--- src/hw/rtl/mlp_two_layer_tanh_inference_macros.svh ---
// Assertion macros shared by the RTL of the two-layer tanh network.
// Self-contained; defining ASSERT_OFF compiles every check away.
`ifndef MLP_TWO_LAYER_TANH_INFERENCE_MACROS_SVH
`define MLP_TWO_LAYER_TANH_INFERENCE_MACROS_SVH

`ifndef ASSERT_OFF
// Property checked at every rising edge outside reset.
`define MLP_ASSERT(lbl, clk, rst, prop) \
  lbl: assert property (@(posedge clk) disable iff (rst) prop) \
    else $error("mlp assertion failed");
// Expression that must never be true outside reset.
`define MLP_ASSERT_NEVER(lbl, clk, rst, expr) \
  lbl: assert property (@(posedge clk) disable iff (rst) !(expr)) \
    else $error("mlp forbidden condition seen");
`else
`define MLP_ASSERT(lbl, clk, rst, prop)
`define MLP_ASSERT_NEVER(lbl, clk, rst, expr)
`endif

`endif

--- src/hw/rtl/mlptanh_pkg.sv ---
// Shared sizes, state encodings and the exponent factor table of the
// two-layer tanh network. No dependencies.
`default_nettype none

package mlptanh_pkg;

  localparam int INPUT_COUNT  = 27;
  localparam int HIDDEN_COUNT = 16;
  localparam int OUTPUT_COUNT = 3;

  localparam int HO_BASE      = INPUT_COUNT * HIDDEN_COUNT;
  localparam int BH_BASE      = HO_BASE + HIDDEN_COUNT * OUTPUT_COUNT;
  localparam int BO_BASE      = BH_BASE + HIDDEN_COUNT;
  localparam int WEIGHT_TOTAL = BO_BASE + OUTPUT_COUNT;

  localparam int ADDR_W    = 9;    // weight_index field width
  localparam int VAL_W     = 16;   // Q3.12 value
  localparam int ACT_W     = 14;   // Q1.12 activation
  localparam int IDX_W     = 2;    // out_index field width
  localparam int ACC_W     = 40;   // exact Q.24 sums
  localparam int PROD_W    = 2 * VAL_W;
  localparam int FRAC_W    = 12;
  localparam int POS_W     = $clog2(INPUT_COUNT + 1);
  localparam int HCNT_W    = $clog2(HIDDEN_COUNT + 1);

  // tanh unit
  localparam int MAG_W     = 28;   // |sum| after saturation, up to 2^27
  localparam int EXP_W     = 32;   // Q.32 exponent value
  localparam int EXP_STEPS = MAG_W;
  localparam int STEP_W    = $clog2(EXP_STEPS);
  localparam int Q_W       = 13;   // quotient up to 4096
  localparam int QCNT_W    = $clog2(Q_W);
  localparam int DEN_W     = EXP_W + 3;
  localparam int REM_W     = DEN_W + Q_W - 1;

  localparam logic CMD_WEIGHT  = 1'b0;
  localparam logic CMD_FEATURE = 1'b1;

  typedef enum logic [2:0] {
    ST_IDLE,
    ST_FEAT,
    ST_ACT_START,
    ST_ACT_WAIT,
    ST_OUT_MAC,
    ST_OUT_START,
    ST_OUT_WAIT,
    ST_EMIT
  } ctrl_st_t;

  typedef enum logic [2:0] {
    TS_IDLE,
    TS_MUL,
    TS_UPD,
    TS_PREP,
    TS_DIV,
    TS_DONE
  } tanh_st_t;

  // floor(exp(-2^(b-23)) * 2^32): factor for bit b of |sum| in Q.24,
  // so the product over set bits is exp(-2x).
  function automatic logic [EXP_W-1:0] exp_factor(input logic [STEP_W-1:0] b);
    logic [EXP_W-1:0] f;
    unique case (b)
      5'd0:    f = 32'd4294966784;
      5'd1:    f = 32'd4294966272;
      5'd2:    f = 32'd4294965248;
      5'd3:    f = 32'd4294963200;
      5'd4:    f = 32'd4294959104;
      5'd5:    f = 32'd4294950912;
      5'd6:    f = 32'd4294934528;
      5'd7:    f = 32'd4294901760;
      5'd8:    f = 32'd4294836226;
      5'd9:    f = 32'd4294705160;
      5'd10:   f = 32'd4294443040;
      5'd11:   f = 32'd4293918847;
      5'd12:   f = 32'd4292870655;
      5'd13:   f = 32'd4290775039;
      5'd14:   f = 32'd4286586874;
      5'd15:   f = 32'd4278222805;
      5'd16:   f = 32'd4261543595;
      5'd17:   f = 32'd4228380059;
      5'd18:   f = 32'd4162825044;
      5'd19:   f = 32'd4034748382;
      5'd20:   f = 32'd3790295335;
      5'd21:   f = 32'd3344923893;
      5'd22:   f = 32'd2605029347;
      5'd23:   f = 32'd1580030168;
      5'd24:   f = 32'd581260615;
      5'd25:   f = 32'd78665069;
      5'd26:   f = 32'd1440800;
      5'd27:   f = 32'd483;
      default: f = '0;
    endcase
    return f;
  endfunction

endpackage

`default_nettype wire

--- src/hw/rtl/mlptanh_tanh.sv ---
// Iterative saturating tanh: exp(-2x) as a product of table factors, a
// 32x32 multiply per magnitude bit, kept if set, then a restoring divide
// for the rounded Q1.12 result. Needs mlptanh_pkg and the assertion macro header.
`default_nettype none
`include "mlp_two_layer_tanh_inference_macros.svh"

module mlptanh_tanh (
  input  wire logic                                  clk,
  input  wire logic                                  rst,
  input  wire logic                                  start,
  input  wire logic signed [mlptanh_pkg::ACC_W-1:0]  sum,
  output logic                                       done,
  output logic signed [mlptanh_pkg::ACT_W-1:0]       result
);

  localparam logic signed [mlptanh_pkg::ACC_W-1:0] LIM =
    mlptanh_pkg::ACC_W'(64'sd1 <<< 27);
  localparam logic [mlptanh_pkg::EXP_W:0] ONE = {1'b1, {mlptanh_pkg::EXP_W{1'b0}}};

  mlptanh_pkg::tanh_st_t state, state_next;

  logic [mlptanh_pkg::MAG_W-1:0]    mag;
  logic                             neg;
  logic [mlptanh_pkg::STEP_W-1:0]   bcnt;
  logic [mlptanh_pkg::EXP_W-1:0]    e;
  logic [2*mlptanh_pkg::EXP_W-1:0]  prod;
  logic [mlptanh_pkg::REM_W-1:0]    rem;
  logic [mlptanh_pkg::DEN_W-1:0]    den;
  logic [mlptanh_pkg::Q_W-1:0]      q;
  logic [mlptanh_pkg::QCNT_W-1:0]   qcnt;

  logic signed [mlptanh_pkg::ACC_W-1:0] sum_abs;
  logic [mlptanh_pkg::REM_W-1:0]        trial;
  logic [mlptanh_pkg::EXP_W:0]          one_minus, one_plus;

  assign sum_abs   = sum[mlptanh_pkg::ACC_W-1] ? -sum : sum;
  assign trial     = mlptanh_pkg::REM_W'(den) << qcnt;
  assign one_minus = ONE - {1'b0, e};
  assign one_plus  = ONE + {1'b0, e};

  always_comb begin
    state_next = state;
    unique case (state)
      mlptanh_pkg::TS_IDLE: if (start) state_next = mlptanh_pkg::TS_MUL;
      mlptanh_pkg::TS_MUL:  state_next = mlptanh_pkg::TS_UPD;
      mlptanh_pkg::TS_UPD: begin
        if (bcnt == mlptanh_pkg::STEP_W'(mlptanh_pkg::EXP_STEPS - 1))
          state_next = mlptanh_pkg::TS_PREP;
        else
          state_next = mlptanh_pkg::TS_MUL;
      end
      mlptanh_pkg::TS_PREP: state_next = mlptanh_pkg::TS_DIV;
      mlptanh_pkg::TS_DIV:  if (qcnt == '0) state_next = mlptanh_pkg::TS_DONE;
      mlptanh_pkg::TS_DONE: state_next = mlptanh_pkg::TS_IDLE;
      default:              state_next = mlptanh_pkg::TS_IDLE;
    endcase
  end

  always_comb begin
    done   = (state == mlptanh_pkg::TS_DONE);
    result = neg ? -$signed({1'b0, q}) : $signed({1'b0, q});
  end

  always_ff @(posedge clk) begin
    if (rst) state <= mlptanh_pkg::TS_IDLE;
    else     state <= state_next;
  end

  always_ff @(posedge clk) begin
    unique case (state)
      mlptanh_pkg::TS_IDLE: begin
        if (start) begin
          // saturate to +-8 before taking the magnitude
          if (sum > LIM) begin
            mag <= mlptanh_pkg::MAG_W'(LIM);
            neg <= 1'b0;
          end else if (sum < -LIM) begin
            mag <= mlptanh_pkg::MAG_W'(LIM);
            neg <= 1'b1;
          end else begin
            mag <= sum_abs[mlptanh_pkg::MAG_W-1:0];
            neg <= sum[mlptanh_pkg::ACC_W-1];
          end
          bcnt <= '0;
          e    <= '1;
        end
      end
      mlptanh_pkg::TS_MUL: prod <= e * mlptanh_pkg::exp_factor(bcnt);
      mlptanh_pkg::TS_UPD: begin
        if (mag[bcnt]) e <= prod[2*mlptanh_pkg::EXP_W-1:mlptanh_pkg::EXP_W];
        bcnt <= bcnt + 1'b1;
      end
      mlptanh_pkg::TS_PREP: begin
        // round(4096*(1-e)/(1+e)) = floor((8192*(1-e) + (1+e)) / (2*(1+e)))
        rem  <= (mlptanh_pkg::REM_W'(one_minus) << 13) + mlptanh_pkg::REM_W'(one_plus);
        den  <= mlptanh_pkg::DEN_W'(one_plus) << 1;
        q    <= '0;
        qcnt <= mlptanh_pkg::QCNT_W'(mlptanh_pkg::Q_W - 1);
      end
      mlptanh_pkg::TS_DIV: begin
        if (rem >= trial) begin
          rem     <= rem - trial;
          q[qcnt] <= 1'b1;
        end
        qcnt <= qcnt - 1'b1;
      end
      mlptanh_pkg::TS_DONE: ;
      default: ;
    endcase
  end

  `MLP_ASSERT(a_done_pulse, clk, rst, done |=> !done)
  `MLP_ASSERT(a_result_range, clk, rst,
              done |-> (result <= 14'sd4096 && result >= -14'sd4096))
  `MLP_ASSERT_NEVER(a_start_busy, clk, rst,
                    start && state != mlptanh_pkg::TS_IDLE)

endmodule

`default_nettype wire
--- config.mk ---
export PLATFORM = sky130hd
export DESIGN_NAME = mlptanh_tanh
export DESIGN_NICKNAME = d
export VERILOG_FILES = /design/src/hw/rtl/mlptanh_pkg.sv /design/src/hw/rtl/mlptanh_tanh.sv
export VERILOG_INCLUDE_DIRS = /design/src /design/src/hw/rtl
export SDC_FILE = /design/constraint.sdc
export NUM_CORES = 2
export LEC_CHECK = 0
export ABC_AREA = 1
export BUFFER_PORTS_ARGS = -buffer_cell sky130_fd_sc_hd__buf_4
export CAP_MARGIN = 20
export CORE_ASPECT_RATIO = 0.6
export CORE_MARGIN = 2
export CORE_UTILIZATION = 60
export CTS_BUF_LIST = sky130_fd_sc_hd__clkbuf_8
export DETAILED_ROUTE_END_ITERATION = 6
export PLACE_DENSITY = 0.86
export SLEW_MARGIN = 5
export SYNTH_ARGS = -nofsm -noshare
export SYNTH_HDL_FRONTEND = slang
export SYNTH_SLANG_ARGS = --single-unit
--- constraint.sdc ---
create_clock -name clk -period 9.7 [get_ports clk]
set_clock_uncertainty 0.05 [all_clocks]
set_input_delay 0.485 -clock clk [delete_from_list [all_inputs] [get_ports clk]]
set_output_delay 0.485 -clock clk [all_outputs]
set_load 0.05 [all_outputs]
==> results.txt <==
Among all flip-flop cells after synthesis, the most frequent one is sky130_fd_sc_hd__edfxtp_1. After synthesis the cells add up to 52,040 µm². Clock tree synthesis inserted a total of 44 buffers. Setup violations remaining at the end of the flow were counted as 0.

The register clock-pin slew on the reported worst setup and hold paths was 70 ps; the number of nets in the synthesized netlist was 8,254. TritonCTS built the clock tree. Of the post-synthesis cell area, the dominant cell type holds 34.46%. The share of post-route cells with drive strength above 1 is 4.923%. At the pin with the least slew margin, the transition time is 1158 ps. The tools report the count of warnings emitted by yosys as 0. For the number of antenna violations at the first check in global routing, the log shows 2. The tools report the die footprint as 89,190 µm². For this run, the register share of the synthesized area comes to 12.48%. The first global-routing pass estimated 259.2 mm of wire. In this run the count of I/O pins placed on the die edge is 58. The tools report the arrival time of the worst setup path as 8770 ps. The worst setup path is captured at a flip-flop. The tools report the final antenna-violating net count as 0. Derived from the worst setup path, the maximum achievable clock frequency is 0.1192 GHz.

By instance count, the cell type seen most on the critical path is sky130_fd_sc_hd__fa_1. In the routed design, unresolved DRC markers number 0. In the post-route analysis, the smallest setup slack over all paths is 1311 ps.

The final-report hold violation count is 0. The first detailed-routing pass ran for 7 iterations. After synthesis, the mean cell area works out to 7.476 µm². The placed instance area came out at 53,390 µm². After detailed routing, the average wire length per cell comes to 20.52 µm.

The number of buffer and inverter stages on the critical path is 4. STA classifies the critical path startpoint as a flip-flop. The number of global-route vias before repair was 46,280; the post-detailed-routing wire length was 165.3 mm. The filler cells instantiated in the layout total 7,217.

The run finished with clean final reports. After layout, the worst path uses 86.48% of the clock period. The slowest stage of the critical path is the sky130_fd_sc_hd__edfxtp_1 cell. The run gives 0 as the max-cap violation count. After routing the design area is 54,510 µm². Cells fill 63.62% of the core in the end. The clock tree synthesis step divided the H-tree into 2 levels. The die is 384.2 µm wide. The kind of cell with the highest combined delay along the critical path is adder cells. Global routing finished with a remaining overflow of 0.

Detailed routing inserted a total of 45,700 vias. From synthesis to final layout, the design area changed by 4.734%. The highest fanout seen on the critical path was 16; the number of sinks on the clock net was 228.

The wire-length estimate of the detail-placed layout is 133.2 mm. The final weighted congestion of routability-driven global placement is 1.055, and the number of I/O port buffers is 57. In this run, synthesis produced a sequential element count of 228.

After floorplanning, the core was divided into 83 placement rows. The buffer count from post-CTS setup fixing is 0. After the first detailed-routing iteration, the DRC count stood at 5,925. The path class of the tightest hold or removal check is input port to flip-flop. The region available for standard cell placement spans 85,680 µm².

The synthesized design spends more area on one cell type than any other, namely sky130_fd_sc_hd__fa_1. For the worst slack after detailed placement, the log shows 1540 ps. After the last flow step, the layout net total stands at 8,165. The detailed-route vias per instance came out at 5.672. The deepest clock path buffer count was 3.

The multi-input combinational cells in the finished layout cover a total of 37,440 µm². The initial core utilization was 60.75%. The global-route usage over all layers was 37.87%. Synthesis produced a netlist whose cell count is 6,962. The tools report the final sum of negative setup slack as 0 ps.

In the post-synthesis netlist, the biggest area contributors are sky130_fd_sc_hd__fa_1 (34%), sky130_fd_sc_hd__inv_1 (13%), sky130_fd_sc_hd__nand2_1 (13%). The data required time at the worst endpoint is 10,080 ps, and the number of synthesized flops with an enable pin is 193. The die is 232.1 µm tall.

The worst pin sits at a relative slew slack of 22.73%. Synthesis instantiated 62 different standard cells from the library. The largest single stage delay on the critical path is 1090 ps.

For this run, asynchronously set or reset flops after synthesis account for 0%. The number of max-slew violations in the final report was 0. The critical path is of the flip-flop to flip-flop type. The root buffer cell is sky130_fd_sc_hd__clkbuf_8. The signal on the critical path passes through buf_4, nand2_1, fa_1, inv_1, fa_1, fa_1, fa_1, fa_1, fa_1, fa_1, inv_1, fa_1, inv_1, ha_1, a21oi_1, nor2_1, nor2_1, o21ai_0, a21oi_1, nor2_1, nor2_1, nand2_1, nand2_1, nand2_1.

Setup repair after global routing left no endpoint under its margin. The logs give 75 for the maximum number of pins on one net before global-route repair and 6509 µm² for the area used by sequential logic in the layout. The worst-skew pair later-pin latency is 690 ps.

After layout, the minimum clock period comes to 8389 ps.
-- through the flow --
stage          hold WS [ps]  instances
2_1_floorplan         370.6       6962
3_3_place_gp          434.2       7962
3_5_place_dp          440.5       7964
4_1_cts               82.86       8044
5_1_grt               113.4       8054
6_report              115.7       8056
-- final timing paths --
kind | from | to | slack [ps] | cells past startpoint
worst max-delay path | e[9] | prod[62] | 1310 | 24
worst min-delay path | sum[26] | mag[26] | 120 | 2
worst max register to register | e[9] | prod[62] | 1310 | 24
worst min register to register | prod[34] | e[2] | 450 | 1
-- synth_stat cells, drive strengths merged, types with 58 or more instances --
cell type and n:
fa 896, clkbuf 217, a21oi 220, inv 1844, nand2 1824, buf 68, xor2 58, o21ai 289
edfxtp 193, nand3 193, ha 353, nor2 447
-- placed cells by master (no fill, tap or decap), types with 14 or more instances in the layout --
cell / count
sky130_fd_sc_hd__mux2i_1: 14
sky130_fd_sc_hd__o21ai_0: 265
sky130_fd_sc_hd__fa_1: 896
sky130_fd_sc_hd__xor2_1: 58
sky130_fd_sc_hd__nand3_1: 188
sky130_fd_sc_hd__a21o_1: 21
sky130_fd_sc_hd__nor2_1: 419
sky130_fd_sc_hd__a21oi_1: 220
sky130_fd_sc_hd__edfxtp_1: 193
sky130_fd_sc_hd__nor2_2: 17
sky130_fd_sc_hd__xnor2_1: 27
sky130_fd_sc_hd__buf_4: 139
sky130_fd_sc_hd__a31oi_1: 26
sky130_fd_sc_hd__o21ai_1: 21
sky130_fd_sc_hd__dfxtp_1: 25
sky130_fd_sc_hd__o21bai_1: 19
sky130_fd_sc_hd__nor3_1: 41
sky130_fd_sc_hd__nand2_1: 1806
sky130_fd_sc_hd__nand4_1: 32
sky130_fd_sc_hd__nand2_2: 14
sky130_fd_sc_hd__clkbuf_8: 45
sky130_fd_sc_hd__clkinv_1: 15
sky130_fd_sc_hd__ha_1: 353
sky130_fd_sc_hd__or2_2: 48
sky130_fd_sc_hd__inv_1: 1839
-- cell families (layout without fill, tap and decap cells) --
logic type / after synthesis / count (layout) / synth area share, %
buffers and inverters: 2133 / 2077 / 15.60
AND/OR/NAND/NOR: 2611 / 2611 / 20.47
flip-flops: 228 / 228 / 12.48
AO/OA/AOI/OAI: 642 / 642 / 6.801
adder cells (fa/ha/maj): 1249 / 1249 / 42.95
other: 0 / 3 / 0
XOR/XNOR: 85 / 85 / 1.430
multiplexers: 14 / 14 / 0.2692
-- per-layer routing --
| metal | wire (µm) | share of wire [%] | track usage [%] |
|---|---|---|---|
| met1 | 66980 | 41 | 55.28 |
| met4 | 5657 | 3.4 | 11.89 |
| met3 | 27790 | 17 | 14.56 |
| met2 | 64730 | 39 | 51.33 |
| met5 | 165 | 0.10 | 1.362 |
-- cell type report --
type | instances | share of cell area (%)
multi-input combinational | 4601 | 68.69
inverter | 1848 | 12.74
sequential | 228 | 11.94
tap | 1147 | 2.633
timing repair buffer | 150 | 2.314
clock buffer | 45 | 1.136
clock inverter | 34 | 0.5394
antenna | 3 | 0.01377
-- what timing repair did --
action	4_1_cts	5_1_grt
hold buffers	1	0
gates resized for setup	0	0
endpoints found under the hold margin	3	0
Power is left out: the tool's default activity adds up to more than one toggle a clock period on the data nets, which glitch-free logic cannot reach.
