File: src/hw/rtl/mlp_two_layer_tanh_inference_macros.svh
// Assertion macros shared by the RTL of the two-layer tanh network.
// Self-contained; defining ASSERT_OFF compiles every check away.
`ifndef MLP_TWO_LAYER_TANH_INFERENCE_MACROS_SVH
`define MLP_TWO_LAYER_TANH_INFERENCE_MACROS_SVH

`ifndef ASSERT_OFF
// Property checked at every rising edge outside reset.
`define MLP_ASSERT(lbl, clk, rst, prop) \
  lbl: assert property (@(posedge clk) disable iff (rst) prop) \
    else $error("mlp assertion failed");
// Expression that must never be true outside reset.
`define MLP_ASSERT_NEVER(lbl, clk, rst, expr) \
  lbl: assert property (@(posedge clk) disable iff (rst) !(expr)) \
    else $error("mlp forbidden condition seen");
`else
`define MLP_ASSERT(lbl, clk, rst, prop)
`define MLP_ASSERT_NEVER(lbl, clk, rst, expr)
`endif

`endif

File: src/hw/rtl/mlptanh_pkg.sv
// Shared sizes, state encodings and the exponent factor table of the
// two-layer tanh network. No dependencies.
`default_nettype none

package mlptanh_pkg;

  localparam int INPUT_COUNT  = 27;
  localparam int HIDDEN_COUNT = 16;
  localparam int OUTPUT_COUNT = 3;

  localparam int HO_BASE      = INPUT_COUNT * HIDDEN_COUNT;
  localparam int BH_BASE      = HO_BASE + HIDDEN_COUNT * OUTPUT_COUNT;
  localparam int BO_BASE      = BH_BASE + HIDDEN_COUNT;
  localparam int WEIGHT_TOTAL = BO_BASE + OUTPUT_COUNT;

  localparam int ADDR_W    = 9;    // weight_index field width
  localparam int VAL_W     = 16;   // Q3.12 value
  localparam int ACT_W     = 14;   // Q1.12 activation
  localparam int IDX_W     = 2;    // out_index field width
  localparam int ACC_W     = 40;   // exact Q.24 sums
  localparam int PROD_W    = 2 * VAL_W;
  localparam int FRAC_W    = 12;
  localparam int POS_W     = $clog2(INPUT_COUNT + 1);
  localparam int HCNT_W    = $clog2(HIDDEN_COUNT + 1);

  // tanh unit
  localparam int MAG_W     = 28;   // |sum| after saturation, up to 2^27
  localparam int EXP_W     = 32;   // Q.32 exponent value
  localparam int EXP_STEPS = MAG_W;
  localparam int STEP_W    = $clog2(EXP_STEPS);
  localparam int Q_W       = 13;   // quotient up to 4096
  localparam int QCNT_W    = $clog2(Q_W);
  localparam int DEN_W     = EXP_W + 3;
  localparam int REM_W     = DEN_W + Q_W - 1;

  localparam logic CMD_WEIGHT  = 1'b0;
  localparam logic CMD_FEATURE = 1'b1;

  typedef enum logic [2:0] {
    ST_IDLE,
    ST_FEAT,
    ST_ACT_START,
    ST_ACT_WAIT,
    ST_OUT_MAC,
    ST_OUT_START,
    ST_OUT_WAIT,
    ST_EMIT
  } ctrl_st_t;

  typedef enum logic [2:0] {
    TS_IDLE,
    TS_MUL,
    TS_UPD,
    TS_PREP,
    TS_DIV,
    TS_DONE
  } tanh_st_t;

  // floor(exp(-2^(b-23)) * 2^32): factor for bit b of |sum| in Q.24,
  // so the product over set bits is exp(-2x).
  function automatic logic [EXP_W-1:0] exp_factor(input logic [STEP_W-1:0] b);
    logic [EXP_W-1:0] f;
    unique case (b)
      5'd0:    f = 32'd4294966784;
      5'd1:    f = 32'd4294966272;
      5'd2:    f = 32'd4294965248;
      5'd3:    f = 32'd4294963200;
      5'd4:    f = 32'd4294959104;
      5'd5:    f = 32'd4294950912;
      5'd6:    f = 32'd4294934528;
      5'd7:    f = 32'd4294901760;
      5'd8:    f = 32'd4294836226;
      5'd9:    f = 32'd4294705160;
      5'd10:   f = 32'd4294443040;
      5'd11:   f = 32'd4293918847;
      5'd12:   f = 32'd4292870655;
      5'd13:   f = 32'd4290775039;
      5'd14:   f = 32'd4286586874;
      5'd15:   f = 32'd4278222805;
      5'd16:   f = 32'd4261543595;
      5'd17:   f = 32'd4228380059;
      5'd18:   f = 32'd4162825044;
      5'd19:   f = 32'd4034748382;
      5'd20:   f = 32'd3790295335;
      5'd21:   f = 32'd3344923893;
      5'd22:   f = 32'd2605029347;
      5'd23:   f = 32'd1580030168;
      5'd24:   f = 32'd581260615;
      5'd25:   f = 32'd78665069;
      5'd26:   f = 32'd1440800;
      5'd27:   f = 32'd483;
      default: f = '0;
    endcase
    return f;
  endfunction

endpackage

`default_nettype wire

File: src/hw/rtl/mlptanh_cell.sv
// One hidden unit of the rotating ring: holds its sum and activation and
// passes both to its neighbor on shift. Depends on mlptanh_pkg.
`default_nettype none

module mlptanh_cell (
  input  wire logic                                  clk,
  input  wire logic                                  rst,
  input  wire logic                                  shift,
  input  wire logic signed [mlptanh_pkg::ACC_W-1:0]  acc_in,
  input  wire logic signed [mlptanh_pkg::ACT_W-1:0]  act_in,
  output logic signed [mlptanh_pkg::ACC_W-1:0]       acc,
  output logic signed [mlptanh_pkg::ACT_W-1:0]       act
);

  always_ff @(posedge clk) begin
    if (rst) begin
      acc <= '0;
      act <= '0;
    end else if (shift) begin
      acc <= acc_in;
      act <= act_in;
    end
  end

endmodule

`default_nettype wire

File: config.mk
export PLATFORM = sky130hd
export DESIGN_NAME = mlptanh_cell
export DESIGN_NICKNAME = d
export VERILOG_FILES = /design/src/hw/rtl/mlp_two_layer_tanh_inference_macros.svh /design/src/hw/rtl/mlptanh_pkg.sv /design/src/hw/rtl/mlptanh_cell.sv
export SDC_FILE = /design/constraint.sdc
export NUM_CORES = 1
export LEC_CHECK = 0
export BUFFER_PORTS_ARGS = -buffer_cell sky130_fd_sc_hd__buf_2
export CELL_PAD_IN_SITES_DETAIL_PLACEMENT = 1
export CELL_PAD_IN_SITES_GLOBAL_PLACEMENT = 1
export CORE_MARGIN = 4
export CORE_UTILIZATION = 34
export DETAILED_ROUTE_END_ITERATION = 8
export GPL_ROUTABILITY_DRIVEN = 0
export PLACE_DENSITY = 0.84
export SYNTH_ARGS = -nofsm -noshare
export SYNTH_HDL_FRONTEND = slang
export SYNTH_SLANG_ARGS = --single-unit
export TNS_END_PERCENT = 1
File: constraint.sdc
create_clock -name clk -period 1.9 [get_ports clk]
set_input_delay 0.285 -clock clk [delete_from_list [all_inputs] [get_ports clk]]
set_output_delay 0.285 -clock clk [all_outputs]
set_load 0.05 [all_outputs]
==> impl_metrics.env, run 1 <==
export IMPL_max_freq_mhz=831
export IMPL_synth_compound_area_share_pct=0
export IMPL_clockPowerShare_pct=25.9
export IMPL_diodes=0
export IMPL_hold_buffers=0
export IMPL_switchingPower_mw=0.719
export IMPL_clock_latency_ns=0.29
export IMPL_pre_cts_ws_ns=0.695
export IMPL_path_max_fanout=2
export IMPL_critPathRequiredTime_ns=1.62
export IMPL_dp_cells=346
export IMPL_worst_r2r_endpoint="acc[18]"
export IMPL_grt_pass1_vias=1744
export IMPL_synth_avg_cell_area_um2=11.3
export IMPL_viasPerCell=4.57
export IMPL_placed_area_mm2=0.00249
export IMPL_arrival_ns=0.92
export IMPL_grt_overflow=0
export IMPL_critPathBufInv=1
export IMPL_p_per_area_mw_per_mm2=915
export IMPL_dieArea_mm2=0.00704
export IMPL_drcViolationCount=0
export IMPL_wirelength_mm=4.51
export IMPL_nFillCells=676
export IMPL_stdcell_area_mm2=0.00257
export IMPL_fin_crit_sh_pct=63.3
export IMPL_yosysUniqueCellTypes=7
export IMPL_crit_chain="buf_2"
export IMPL_outcome="finished clean"
export IMPL_syn_inst=174
export IMPL_setup_viol=0
export IMPL_slew_viol_final=0
export IMPL_ys_ff_latch=54
export IMPL_grt_max_degree=55
export IMPL_hold_ws_ns=0.225
export IMPL_fin_worst_skew_ns=0
export IMPL_cts_tree="done"
export IMPL_track_usage_pct=13.2
export IMPL_layout_nets=338
export IMPL_fp_row_count=27
export IMPL_r2r_start="acc[18]"
export IMPL_final_cells=352
export IMPL_cts_buffers=5
export IMPL_grt_pass1_wl_mm=7.80
export IMPL_startpoint="acc[9]"
export IMPL_io_pins=111
export IMPL_post_route_min_period_ns=1.20
export IMPL_cts_buffer_depth=2
export IMPL_setup_tns_final_ns=0
export IMPL_cts_root_buf="clkbuf_8"
export IMPL_crit_path_top_delay_cell="dfxtp_1"
export IMPL_p_comb_share_pct=21.9
export IMPL_syn2layout_area_growth_pct=31.4
export IMPL_grt_antenna_before_repair=0
export IMPL_crit_family="flip-flops"
export IMPL_setup_ws_ns=0.697
export IMPL_routedWlPerCell_um=12.8
export IMPL_worstSetupPathType="flop to primary output"
export IMPL_tightestPinTransition_ns=0.545
export IMPL_drive_gt1_share_pct=42.1
export IMPL_end_kind="primary output"
export IMPL_pwr_share_seq_pct=52.3
export IMPL_crit_end="acc[9]"
export IMPL_die_h_um=83.9
export IMPL_h_tree_depth=2
export IMPL_synth_top_family_by_area="multiplexers"
export IMPL_maxSlewHeadroom_pct=63.7
export IMPL_dp_hpwl_mm=3.32
export IMPL_p_leak_nw=1.41
export IMPL_die_w_um=83.9
export IMPL_muxShareOfSynthArea_pct=27.6
export IMPL_start_util_pct=35.4
export IMPL_cts_sinks=54
export IMPL_netSwitchingFraction_pct=30.5
export IMPL_finalHoldViolCount=0
export IMPL_cts_setup_buffers=0
export IMPL_synth_net_count=231
export IMPL_ys_warn_count=0
export IMPL_r2r_setup_slack_ns=1.26
export IMPL_synth_simple_gate_area_share_pct=10.3
export IMPL_ant_nets=0
export IMPL_power_internal_mw=1.64
export IMPL_synthAdderAreaFrac_pct=0
export IMPL_drt_iter0_drc=66
export IMPL_drt_first_pass_iters=4
export IMPL_via_count=1607
export IMPL_crit_cells=1
export IMPL_synth_area_mm2=0.00196
export IMPL_core_mm2=0.00554
export IMPL_rsz0062_at_grt="false"
export IMPL_hold_class="primary input to flop"
export IMPL_clk_pin_slew_ns=0.09
export IMPL_max_cap_violations=0
export IMPL_yosys_area_share_xor_xnor_pct=0
export IMPL_ir_drop_mv=0.296
export IMPL_ys_seq_area_share_pct=55.2
export IMPL_cpPeakStageDelay_ns=0.36
export IMPL_start_kind="flop"
export IMPL_reg2reg_depth=2
export IMPL_cts_resized=0
export IMPL_io_buffers=110
## metal layers
layer  up-vias  wire length (µm)  part of all wire (%)  track usage (%)
li1        778                 -                     -                -
met3         2               436                   9.7             4.84
met1       761              1870                    41             15.2
met4         0                15                  0.33             2.63
met2        66              2190                    49             23.5
met5         -                 0                     0                0
## Yosys cell counts
cell type | number | area [µm²]
clkbuf_2 | 1 | 5.00
buf_6 | 1 | 11.3
dfxtp_1 | 54 | 1080
nor2_1 | 54 | 203
mux2i_1 | 54 | 541
buf_1 | 5 | 18.8
buf_12 | 5 | 100
## worst min path at each step
stage	cells after the start	startpoint	endpoint
after global routing	3	acc_in[39]	acc[39]
after global placement	2	act[5]	act[5]
after floorplan	2	acc_in[0]	acc[0]
after detailed placement	2	acc[5]	acc[5]
final	3	acc_in[27]	acc[27]
after CTS	3	acc_in[13]	acc[13]
## metrics by stage
stage,utilization (%),power [mW]
finish,46.5,2.36
global route,46.5,2.49
CTS,46.5,2.40
detailed placement,45.0,1.78
global placement,45.0,1.77
floorplan,-,1.65
## cells in the final DEF (no fill, tap or decap), drive strengths merged
cell / count
buf: 112
mux2i: 54
nor2: 54
dfxtp: 54
clkbuf: 6
## logic make-up after synthesis
family                 Yosys count
AND/OR/NAND/NOR                 54
multiplexers                    54
buffers and inverters           12
flip-flops                      54
## flip-flops by register name, summed over array words and instances (netlist names)
name	flops
acc	40
act	14
## tightest hold or removal path, stage by stage
cell and delay (ns):
buf_2 0.07, mux2i_1 0.05, nor2_1 0.07
## power groups by stage
stage | Sequential, mW | Clock, mW | Combinational [mW]
after floorplan | 1.49 | 0 | 0.157
after global placement | 1.26 | 0 | 0.512
after detailed placement | 1.26 | 0 | 0.523
after CTS | 1.23 | 0.646 | 0.522
after global routing | 1.24 | 0.692 | 0.552
final | 1.23 | 0.610 | 0.515
## final cells by class
cell class                      instances  area (µm²)  share of cell area [%]
Tap cell                               72        90.1                    3.50
Timing Repair Buffer                  112         578                    22.4
Sequential cell                        54        1080                    42.0
Multi-Input combinational cell        108         743                    28.9
Clock buffer                            6        82.6                    3.21
Note: power is estimated with default switching activity, not from simulation.
==> run 2, diff against run 1 <==
CORE_UTILIZATION = 28   (was 34)
PLACE_DENSITY = 0.74   (was 0.84)
clock period = 1.1 ns   (was 1.9 ns; I/O delays follow)
==> run 2 against run 1 <==
Utilization fell by 4.8 points. Highest routed layer unchanged. Critical path type unchanged. Largest power group unchanged. Power rose by 99%. Sequential share of layout area is 3.8 points lower.
==> impl_metrics.env, run 2 (synthesized netlist as in run 1, its figures left out) <==
export IMPL_outcome="finished clean"
export IMPL_setup_tns_final_ns=0
export IMPL_slew_viol_final=0
export IMPL_p_per_area_mw_per_mm2=1660
export IMPL_die_h_um=91.7
export IMPL_h_tree_depth=2
export IMPL_cts_buffers=5
export IMPL_ant_nets=0
export IMPL_fin_worst_skew_ns=0
export IMPL_power_mw=4.69
export IMPL_reg2reg_depth=2
export IMPL_hold_ws_ns=0.0933
export IMPL_largest_registers="acc: 40 flops, act: 14 flops"
export IMPL_grt_antenna_before_repair=0
export IMPL_io_buffers=110
export IMPL_max_cap_violations=0
export IMPL_grt_overflow=0
export IMPL_dp_hpwl_mm=3.44
export IMPL_cts_sinks=54
export IMPL_fin_crit_sh_pct=96.5
export IMPL_min_from="acc_in[2]"
export IMPL_r2r_setup_slack_ns=0.47
export IMPL_track_usage_pct=11.2
export IMPL_fp_row_count=30
export IMPL_largest_reg_flops=40
export IMPL_ir_drop_mv=0.833
export IMPL_dieArea_mm2=0.00840
export IMPL_end_kind="primary output"
export IMPL_layout_nets=339
export IMPL_crit_path_top_delay_cell="dfxtp_1"
export IMPL_setup_viol=0
export IMPL_diodes=0
export IMPL_drive_gt1_share_pct=42.8
export IMPL_clock_latency_ns=0.30
export IMPL_grt_pass1_vias=1702
export IMPL_multi_input_area_um2=743
export IMPL_seq_area_mm2=0.00108
export IMPL_post_route_min_period_ns=1.06
export IMPL_io_pins=111
export IMPL_drt_iter0_drc=40
export IMPL_tightestPinTransition_ns=0.249
export IMPL_syn2layout_area_growth_pct=44.4
export IMPL_max_freq_mhz=942
export IMPL_routedWlPerCell_um=12.7
export IMPL_crit_family="flip-flops"
export IMPL_critPathRequiredTime_ns=0.94
export IMPL_maxSlewHeadroom_pct=83.4
export IMPL_p_leak_nw=1.45
export IMPL_drcViolationCount=0
export IMPL_core_mm2=0.00679
export IMPL_whs_path_depth=3
export IMPL_start_util_pct=28.8
export IMPL_crit_chain="clkbuf_4"
export IMPL_clk_pin_slew_ns=0.10
export IMPL_cts_buffer_depth=2
export IMPL_cts_tree="done"
export IMPL_hold_end="acc[2]"
export IMPL_via_count=1563
export IMPL_largest_register="acc"
export IMPL_final_common_cell="buf_2"
export IMPL_grt_max_degree=55
export IMPL_r2r_start="acc[15]"
export IMPL_hold_buffers=0
export IMPL_start_kind="flop"
export IMPL_arrival_ns=0.90
export IMPL_hold_class="primary input to flop"
export IMPL_grt_pass1_wl_mm=7.69
export IMPL_cpPeakStageDelay_ns=0.36
export IMPL_drt_first_pass_iters=4
export IMPL_layout_common_cells="buf_2, mux2i_1, nor2_1, dfxtp_1, clkbuf_4"
export IMPL_worst_r2r_endpoint="acc[15]"
export IMPL_path_max_fanout=2
export IMPL_worstSetupPathType="flop to primary output"
export IMPL_die_w_um=91.7
export IMPL_finalHoldViolCount=0
export IMPL_cts_root_buf="clkbuf_8"
export IMPL_critPathBufInv=1
export IMPL_wirelength_mm=4.80
export IMPL_nFillCells=793
export IMPL_viasPerCell=4.12
==> run 2: changes by cell type in the layout (fill, tap and decap cells not counted), sizes merged <==
cell,before,now
clkbuf,6,42
bufinv,0,2
buf,112,77
==> run 2: where the power goes <==
part	switching, mW	total, mW	internal [mW]
Sequential	0.0582	2.13	2.07
Clock	0.628	1.60	0.970
Combinational	0.628	0.966	0.338
Total	1.31	4.69	3.38
==> run 2: how the worst max path moves through the flow <==
stage,startpoint,endpoint,slack (ns),cells after the start
floorplan,acc[0],acc[0],0.22,2
global route,acc[12],acc[12],-0.008,1
global placement,shift,acc[9],0.13,4
detailed placement,shift,acc[34],0.10,4
finish,acc[12],acc[12],0.04,1
CTS,acc[14],acc[14],0.0002,1
==> run 2: layout make-up <==
cell class	count	share of cell area, %
clock buffer	6	2.92
sequential	54	38.2
timing repair buffer	113	26.3
clock inverter	2	2.12
tap	96	4.24
multi-input combinational	108	26.3
==> run 2: stage by stage <==
| step | worst slack [ns] | util [%] | instance area, µm² | std cells |
|---|---|---|---|---|
| 3_3_place_gp | 0.133 | 37.6 | 2550 | 371 |
| 4_1_cts | 0.000183 | 40.1 | 2720 | 379 |
| 2_1_floorplan | 0.218 | - | 1960 | 174 |
| 5_1_grt | -0.00802 | 41.7 | 2830 | 379 |
| 6_report | 0.0385 | 41.7 | 2830 | 379 |
| 3_5_place_dp | 0.105 | 37.6 | 2550 | 371 |
==> run 2: layer usage <==
layer | vias up | global-route usage (%) | wire (µm)
met5 | - | 0 | 0
met4 | 0 | 3.77 | 61
met3 | 8 | 4.27 | 448
met2 | 65 | 18.7 | 2200
met1 | 701 | 13.1 | 2090
li1 | 789 | - | -
==> run 2: worst min-delay path, stage by stage <==
cell and delay (ns):
buf_2 0.07, mux2i_1 0.05, nor2_1 0.07
==> run 2: what timing repair did <==
| item | in CTS | in global routing |
|---|---|---|
| resized for setup | 10 | 50 |
| endpoints found under the setup margin | 10 | 43 |
| endpoints found under the hold margin | 0 | 0 |
| buffers inserted | 0 | 0 |
| cloned | 0 | 0 |
